[src/sv/simplex_noise_2d_assert.svh]
// Assertion macros for the simplex noise RTL
`ifndef SIMPLEX_NOISE_2D_ASSERT_SVH
`define SIMPLEX_NOISE_2D_ASSERT_SVH
// same-cycle implication, sampled on aclk, off during reset
`define SNX_ASSERT_IMPL(label, ante, cons, msg) \
    label: assert property (@(posedge aclk) disable iff (!aresetn) (ante) |-> (cons)) \
        else $error(msg);
// next-cycle implication, sampled on aclk, off during reset
`define SNX_ASSERT_NEXT(label, ante, cons, msg) \
    label: assert property (@(posedge aclk) disable iff (!aresetn) (ante) |=> (cons)) \
        else $error(msg);
`endif

[src/sv/snx_pkg.sv]
// Shared types, constants and helper functions for the simplex noise pipeline
package snx_pkg;

    localparam int DEF_TABLE_SIZE      = 256;
    localparam int DEF_COORD_FRAC_BITS = 16;

    localparam int COORD_W  = 32;
    localparam int INDEX_W  = 8;
    localparam int VAL_W    = 9;
    localparam int GRAD_W   = 4;
    localparam int NOISE_W  = 16;
    localparam int TERM_W   = 30;
    localparam int U_W      = 30;

    // skew and unskew factors, unsigned Q0.32
    localparam longint SKEW_Q32   = 1572067139;
    localparam longint UNSKEW_Q32 = 907633386;
    localparam int     NOISE_SCALE = 70;

    // pipeline positions of each section, counted from the input register
    localparam int GEOM_LAT   = 7;
    localparam int PERM_POS   = GEOM_LAT;
    localparam int GRAD_POS   = GEOM_LAT + 2;
    localparam int CORNER_END = GEOM_LAT + 5;
    localparam int PIPE_DEPTH = CORNER_END + 2;

    // control word that travels beside each request
    typedef struct packed {
        logic               vld;
        logic               eval;
        logic [INDEX_W-1:0] idx;
        logic [VAL_W-1:0]   val;
    } ctl_t;

    // table write request
    typedef struct packed {
        logic               wr;
        logic [INDEX_W-1:0] idx;
        logic [VAL_W-1:0]   val;
    } tbl_wr_t;

    // value modulo 12 by reciprocal multiply, exact for 9-bit values
    function automatic logic [GRAD_W-1:0] grad_mod(input logic [VAL_W-1:0] v);
        logic [17:0] prod;
        logic [5:0]  q;
        logic [9:0]  qx12;
        prod = 18'(v) * 18'd171;
        q    = prod[16:11];
        qx12 = 10'(q) * 10'd12;
        return GRAD_W'(10'(v) - qx12);
    endfunction

    // x component of the gradient vector; codes past eleven act as plus one
    function automatic logic signed [1:0] grad_x(input logic [GRAD_W-1:0] g);
        logic signed [1:0] r;
        unique case (g)
            4'd0, 4'd2, 4'd4, 4'd6: r = 2'sd1;
            4'd1, 4'd3, 4'd5, 4'd7: r = -2'sd1;
            4'd8, 4'd9, 4'd10, 4'd11: r = 2'sd0;
            default: r = 2'sd1;
        endcase
        return r;
    endfunction

    // y component of the gradient vector
    function automatic logic signed [1:0] grad_y(input logic [GRAD_W-1:0] g);
        logic signed [1:0] r;
        unique case (g)
            4'd0, 4'd1, 4'd8, 4'd10: r = 2'sd1;
            4'd2, 4'd3, 4'd9, 4'd11: r = -2'sd1;
            4'd4, 4'd5, 4'd6, 4'd7:  r = 2'sd0;
            default: r = 2'sd1;
        endcase
        return r;
    endfunction

endpackage

[src/sv/snx_geom.sv]
// Skew, cell search, unskew and corner offsets (seven register stages)
module snx_geom import snx_pkg::*; #(
    parameter int COORD_FRAC_BITS = DEF_COORD_FRAC_BITS,
    parameter int TB              = 8
) (
    input  logic                              aclk,
    input  logic                              en,
    input  logic signed [COORD_W-1:0]         x_coord,
    input  logic signed [COORD_W-1:0]         y_coord,
    output logic [TB-1:0]                     ii,
    output logic [TB-1:0]                     jj,
    output logic                              step,
    output logic signed [COORD_FRAC_BITS+2:0] dx [3],
    output logic signed [COORD_FRAC_BITS+2:0] dy [3]
);

    localparam int F   = COORD_FRAC_BITS;
    localparam int XYW = COORD_W + 1;
    localparam int SPW = 2 * XYW;
    localparam int XSW = COORD_W + 2;
    localparam int IW  = XSW - F;
    localparam int IJW = IW + 1;
    localparam int BXW = XSW + 1;
    localparam int PW  = IJW + 32;
    localparam int TW  = BXW + 1;
    localparam int OW  = F + 3;
    localparam logic signed [OW-1:0] ONE   = OW'(2 ** F);
    localparam logic signed [OW-1:0] G2F   = OW'(UNSKEW_Q32 >>> (32 - F));
    localparam logic signed [OW-1:0] G2X2F = OW'((2 * UNSKEW_Q32) >>> (32 - F));

    logic signed [COORD_W-1:0] x1_reg, y1_reg, x2_reg, y2_reg;
    logic signed [XYW-1:0]     xy1_reg, s2_reg, s3_reg;
    logic signed [SPW-1:0]     skew_prod;
    logic signed [XSW-1:0]     xs_next, ys_next;
    logic signed [IW-1:0]      i3_reg, j3_reg;
    logic [F-1:0]              fx3_reg, fy3_reg;
    logic signed [IJW-1:0]     ij4_reg;
    logic signed [BXW-1:0]     bx4_reg, by4_reg, bx5_reg, by5_reg;
    logic [TB-1:0]             ii4_reg, jj4_reg, ii5_reg, jj5_reg, ii6_reg, jj6_reg;
    logic [TB-1:0]             ii7_reg, jj7_reg;
    logic signed [PW-1:0]      unskew_prod;
    logic signed [TW-1:0]      t5_reg, x0_next, y0_next;
    logic signed [OW-1:0]      x06_reg, y06_reg;
    logic                      step_next, step7_reg;
    logic signed [OW-1:0]      dx_next [3];
    logic signed [OW-1:0]      dy_next [3];
    logic signed [OW-1:0]      dx7_reg [3];
    logic signed [OW-1:0]      dy7_reg [3];

    // skew product, cell split and corner offsets
    assign skew_prod   = SPW'(xy1_reg) * SPW'(SKEW_Q32);
    assign xs_next     = XSW'(x2_reg) + XSW'(s2_reg);
    assign ys_next     = XSW'(y2_reg) + XSW'(s2_reg);
    assign unskew_prod = PW'(ij4_reg) * PW'(UNSKEW_Q32);
    assign x0_next     = TW'(bx5_reg) + t5_reg;
    assign y0_next     = TW'(by5_reg) + t5_reg;

    always_comb begin
        step_next  = (x06_reg > y06_reg);
        dx_next[0] = x06_reg;
        dy_next[0] = y06_reg;
        dx_next[1] = x06_reg - (step_next ? ONE : '0) + G2F;
        dy_next[1] = y06_reg - (step_next ? '0 : ONE) + G2F;
        dx_next[2] = x06_reg - ONE + G2X2F;
        dy_next[2] = y06_reg - ONE + G2X2F;
    end

    // advance all stages together
    always_ff @(posedge aclk) begin
        if (en) begin
            x1_reg    <= x_coord;
            y1_reg    <= y_coord;
            xy1_reg   <= XYW'(x_coord) + XYW'(y_coord);
            x2_reg    <= x1_reg;
            y2_reg    <= y1_reg;
            s2_reg    <= skew_prod[SPW-2:32];
            i3_reg    <= xs_next[XSW-1:F];
            j3_reg    <= ys_next[XSW-1:F];
            fx3_reg   <= xs_next[F-1:0];
            fy3_reg   <= ys_next[F-1:0];
            s3_reg    <= s2_reg;
            ij4_reg   <= IJW'(i3_reg) + IJW'(j3_reg);
            bx4_reg   <= BXW'($signed({1'b0, fx3_reg})) - BXW'(s3_reg);
            by4_reg   <= BXW'($signed({1'b0, fy3_reg})) - BXW'(s3_reg);
            ii4_reg   <= TB'(i3_reg);
            jj4_reg   <= TB'(j3_reg);
            t5_reg    <= TW'(unskew_prod >>> (32 - F));
            bx5_reg   <= bx4_reg;
            by5_reg   <= by4_reg;
            ii5_reg   <= ii4_reg;
            jj5_reg   <= jj4_reg;
            x06_reg   <= OW'(x0_next);
            y06_reg   <= OW'(y0_next);
            ii6_reg   <= ii5_reg;
            jj6_reg   <= jj5_reg;
            step7_reg <= step_next;
            ii7_reg   <= ii6_reg;
            jj7_reg   <= jj6_reg;
            dx7_reg   <= dx_next;
            dy7_reg   <= dy_next;
        end
    end

    assign ii   = ii7_reg;
    assign jj   = jj7_reg;
    assign step = step7_reg;
    assign dx   = dx7_reg;
    assign dy   = dy7_reg;

endmodule

[config.mk]
export PLATFORM = sky130hd
export DESIGN_NAME = snx_geom
export DESIGN_NICKNAME = d
export VERILOG_FILES = /design/src/sv/simplex_noise_2d_assert.svh /design/src/sv/snx_pkg.sv /design/src/sv/snx_geom.sv
export SDC_FILE = /design/constraint.sdc
export NUM_CORES = 2
export LEC_CHECK = 0
export BUFFER_PORTS_ARGS = -buffer_cell sky130_fd_sc_hd__buf_2
export CORE_ASPECT_RATIO = 0.5
export CORE_MARGIN = 1
export CORE_UTILIZATION = 30
export DETAILED_ROUTE_END_ITERATION = 7
export HOLD_SLACK_MARGIN = 0.03
export PLACE_DENSITY = 0.56
export SYNTH_ARGS = -nofsm -noshare
export SYNTH_HDL_FRONTEND = slang
export SYNTH_SLANG_ARGS = --single-unit
[constraint.sdc]
create_clock -name aclk -period 10.7 [get_ports aclk]
set_input_delay 0.535 -clock aclk [delete_from_list [all_inputs] [get_ports aclk]]
set_output_delay 0.535 -clock aclk [all_outputs]
set_load 0.02 [all_outputs]
==> impl_metrics.env <==
export IMPL_synthCells=4457
export IMPL_synthArstFlopShare=0
export IMPL_critical_path_depth=23
export IMPL_finalCritPeriodShare=0.776
export IMPL_timing_critical_path_mode_cell="fa_1"
export IMPL_cts_buffers=68
export IMPL_clockBufferDepth=3
export IMPL_max_stage_delay_ns=0.87
export IMPL_hp_class="input port to register"
export IMPL_cap_violations=0
export IMPL_drv_slew=0
export IMPL_insertion_delay_ns=0.66
export IMPL_worst_pin_slew_ns=1.02
export IMPL_grt_start_max_net_pins=172
export IMPL_globalRouteOverflowTotal=0
export IMPL_violations="DRC"
export IMPL_syn_cell_area_um2=53700
export IMPL_synthesis_nets=5943
export IMPL_path_delay_family="adder cells"
export IMPL_rsz0062_at_grt="no"
export IMPL_multi_input_area_um2=31400
export IMPL_ff2ff_setup_slack_ns=2.39
export IMPL_first_pass_iters=7
export IMPL_end_kind="register"
export IMPL_path_cells="fa_1 > ha_1 > fa_1 > fa_1 > fa_1 > fa_1 > fa_1 > inv_1 > fa_1 > inv_1 > ha_1 > nand2_1 > o21ai_1 > nor2_1 > o41ai_1 > nand3_1 > a2111oi_0 > o21ai_1 > a21boi_1 > o21ai_1 > o21ai_1 > a21oi_1 > xnor2_1"
export IMPL_cp_max_fo=8
export IMPL_drive_gt1_frac=0.0692
export IMPL_yosys_cell_types_count=71
export IMPL_grt_pass1_wl_um=195000
export IMPL_yosys_warnings=0
export IMPL_layout_nets=6214
export IMPL_wl_um=128000
export IMPL_synth_avg_cell_area_um2=12.0
export IMPL_crit_type="register to register"
export IMPL_setup_tns_ns=0
export IMPL_cts_sinks=610
export IMPL_synth_seq_cells=610
export IMPL_antenna_found_initial=1
export IMPL_gp_congestion=0.924
export IMPL_core_um2=177000
export IMPL_path_clk_slew_ns=0.07
export IMPL_route_detailed_drc=8
export IMPL_wire_per_inst_um=17.8
export IMPL_die_w_um=600
export IMPL_top_layer="met4"
export IMPL_vias=31285
export IMPL_cts_tree="built"
export IMPL_wl_met3_um=4830
export IMPL_die_area_um2=181000
export IMPL_relSlewSlack=0.323
export IMPL_dpl_cell_count=7042
export IMPL_cp_required_ns=11.06
export IMPL_cp_start_kind="register"
export IMPL_rows=109
export IMPL_fmax_mhz=120
export IMPL_h_tree_depth=3
export IMPL_synth_yosys_seq_area_share=0.341
export IMPL_period_needed_ns=8.31
export IMPL_min_delay_path_depth=1
export IMPL_grt_pass1_vias=32852
export IMPL_cts_root_buf="clkbuf_16"
export IMPL_die_h_um=301
export IMPL_setup_viol=0
export IMPL_hold_buffers=2
export IMPL_drt_initial_drc_count=1457
export IMPL_vias_per_cell=4.36
export IMPL_regArea_um2=18300
export IMPL_arrival_ns=8.66
export IMPL_yosys_most_used_dff="edfxtp_1"
export IMPL_fin_cells=7169
export IMPL_skew_ns=0.0496
export IMPL_hold_viol_final=0
export IMPL_ant_nets=0
export IMPL_grt_usage=0.143
export IMPL_fill_cells=17646
export IMPL_worst_path_buf_inv=2
export IMPL_wl_met1_um=58100
export IMPL_initial_core_util=0.303
export IMPL_wl_met2_um=61300
export IMPL_crit_path_top_delay_cell="a2111oi_0"
export IMPL_syn2layout_area_growth_pct=11.5
export IMPL_synth_edf_count=610
export IMPL_port_buffers=196
export IMPL_cts_resized=0
export IMPL_reg2reg_depth=23
export IMPL_io_pins=197
export IMPL_post_cts_buffers=0
export IMPL_status="finished with violations"
export IMPL_place_hpwl_um=108000
==> area by class of cell <==
| type | count | area share |
|---|---|---|
| flip-flops and latches | 610 | 0.306 |
| clock inverters | 41 | 0.00533 |
| inverters | 1054 | 0.0661 |
| repair buffers | 207 | 0.0182 |
| well taps | 2386 | 0.0499 |
| clock buffers | 82 | 0.0304 |
| diodes | 2 | 0.0000836 |
| multi-input cells | 2787 | 0.524 |
==> per-stage QoR <==
| stage | worst slack, ns | cell area (um^2) | utilization | hold slack, ns |
|---|---|---|---|---|
| 5_1_grt | 1.80 | 59800 | 0.338 | 0.0362 |
| 3_5_place_dp | 2.29 | 57700 | 0.326 | 0.405 |
| 2_1_floorplan | 2.08 | 53700 | - | 0.400 |
| 3_3_place_gp | 2.42 | 57700 | 0.326 | 0.401 |
| 4_1_cts | 2.22 | 59800 | 0.338 | 0.0328 |
| 6_report | 2.39 | 59800 | 0.338 | 0.0877 |
==> placed cells by master (no fill, tap or decap), types with 36 or more instances in the layout <==
cell type  Yosys  final
buf_2          0    195
o21ai_0       83     83
a21o_1        73     73
nor2b_1       48     48
nor2_1       172    172
clkbuf_16      0     71
nand2_1      116    116
o21ai_1       50     50
o21a_1        41     41
a21oi_1      168    168
fa_1         673    673
ha_1         747    747
edfxtp_1     610    610
xor2_1        74     74
nor3_1        37     37
xnor2_1      199    199
inv_1       1053   1053
nand3_1       36     36
==> path summary, 6_finish.rpt <==
check | startpoint | end
max | xy1_reg[12]$_DFFE_PP_ | s2_reg[32]$_DFFE_PP_
min | y_coord[2] | y1_reg[2]$_DFFE_PP_
max reg2reg | xy1_reg[12]$_DFFE_PP_ | s2_reg[32]$_DFFE_PP_
min reg2reg | y1_reg[21]$_DFFE_PP_ | y2_reg[21]$_DFFE_PP_
==> cells in the mapped netlist (22+ instances only) <==
| cell type | count | area [um^2] |
|---|---|---|
| nor2b_1 | 48 | 300 |
| fa_1 | 673 | 13500 |
| nor2_1 | 172 | 646 |
| edfxtp_1 | 610 | 18300 |
| nor3_1 | 37 | 185 |
| a21o_1 | 73 | 548 |
| a211oi_1 | 22 | 165 |
| xor2_1 | 74 | 648 |
| nand2_1 | 116 | 435 |
| xnor2_1 | 199 | 1740 |
| o21bai_1 | 23 | 173 |
| ha_1 | 747 | 9350 |
| o21ai_1 | 50 | 250 |
| a21boi_1 | 22 | 165 |
| a21oi_1 | 168 | 841 |
| nand3_1 | 36 | 180 |
| inv_1 | 1053 | 3950 |
| nand2b_1 | 30 | 188 |
| o21ai_0 | 83 | 415 |
| o21a_1 | 41 | 308 |
| nand4_1 | 22 | 138 |
==> kinds of logic after synthesis <==
| group | after synthesis | synth area share |
|---|---|---|
| XOR/XNOR | 273 | 0.0446 |
| AO/OA/AOI/OAI | 582 | 0.0694 |
| buffers and inverters | 1060 | 0.0744 |
| adder cells (fa/ha/maj) | 1420 | 0.425 |
| flip-flops | 610 | 0.341 |
| multiplexers | 2 | 0.000396 |
| AND/OR/NAND/NOR | 510 | 0.0446 |
==> layer usage <==
| layer | up-vias | global-route usage |
|---|---|---|
| met5 | - | 0 |
| met2 | 444 | 0.243 |
| met4 | 0 | 0.0394 |
| met3 | 154 | 0.0243 |
| met1 | 15454 | 0.188 |
| li1 | 15233 | - |
Power is not shown: default switching activity piles up to over one toggle a cycle in this logic, so the estimate is an artifact.
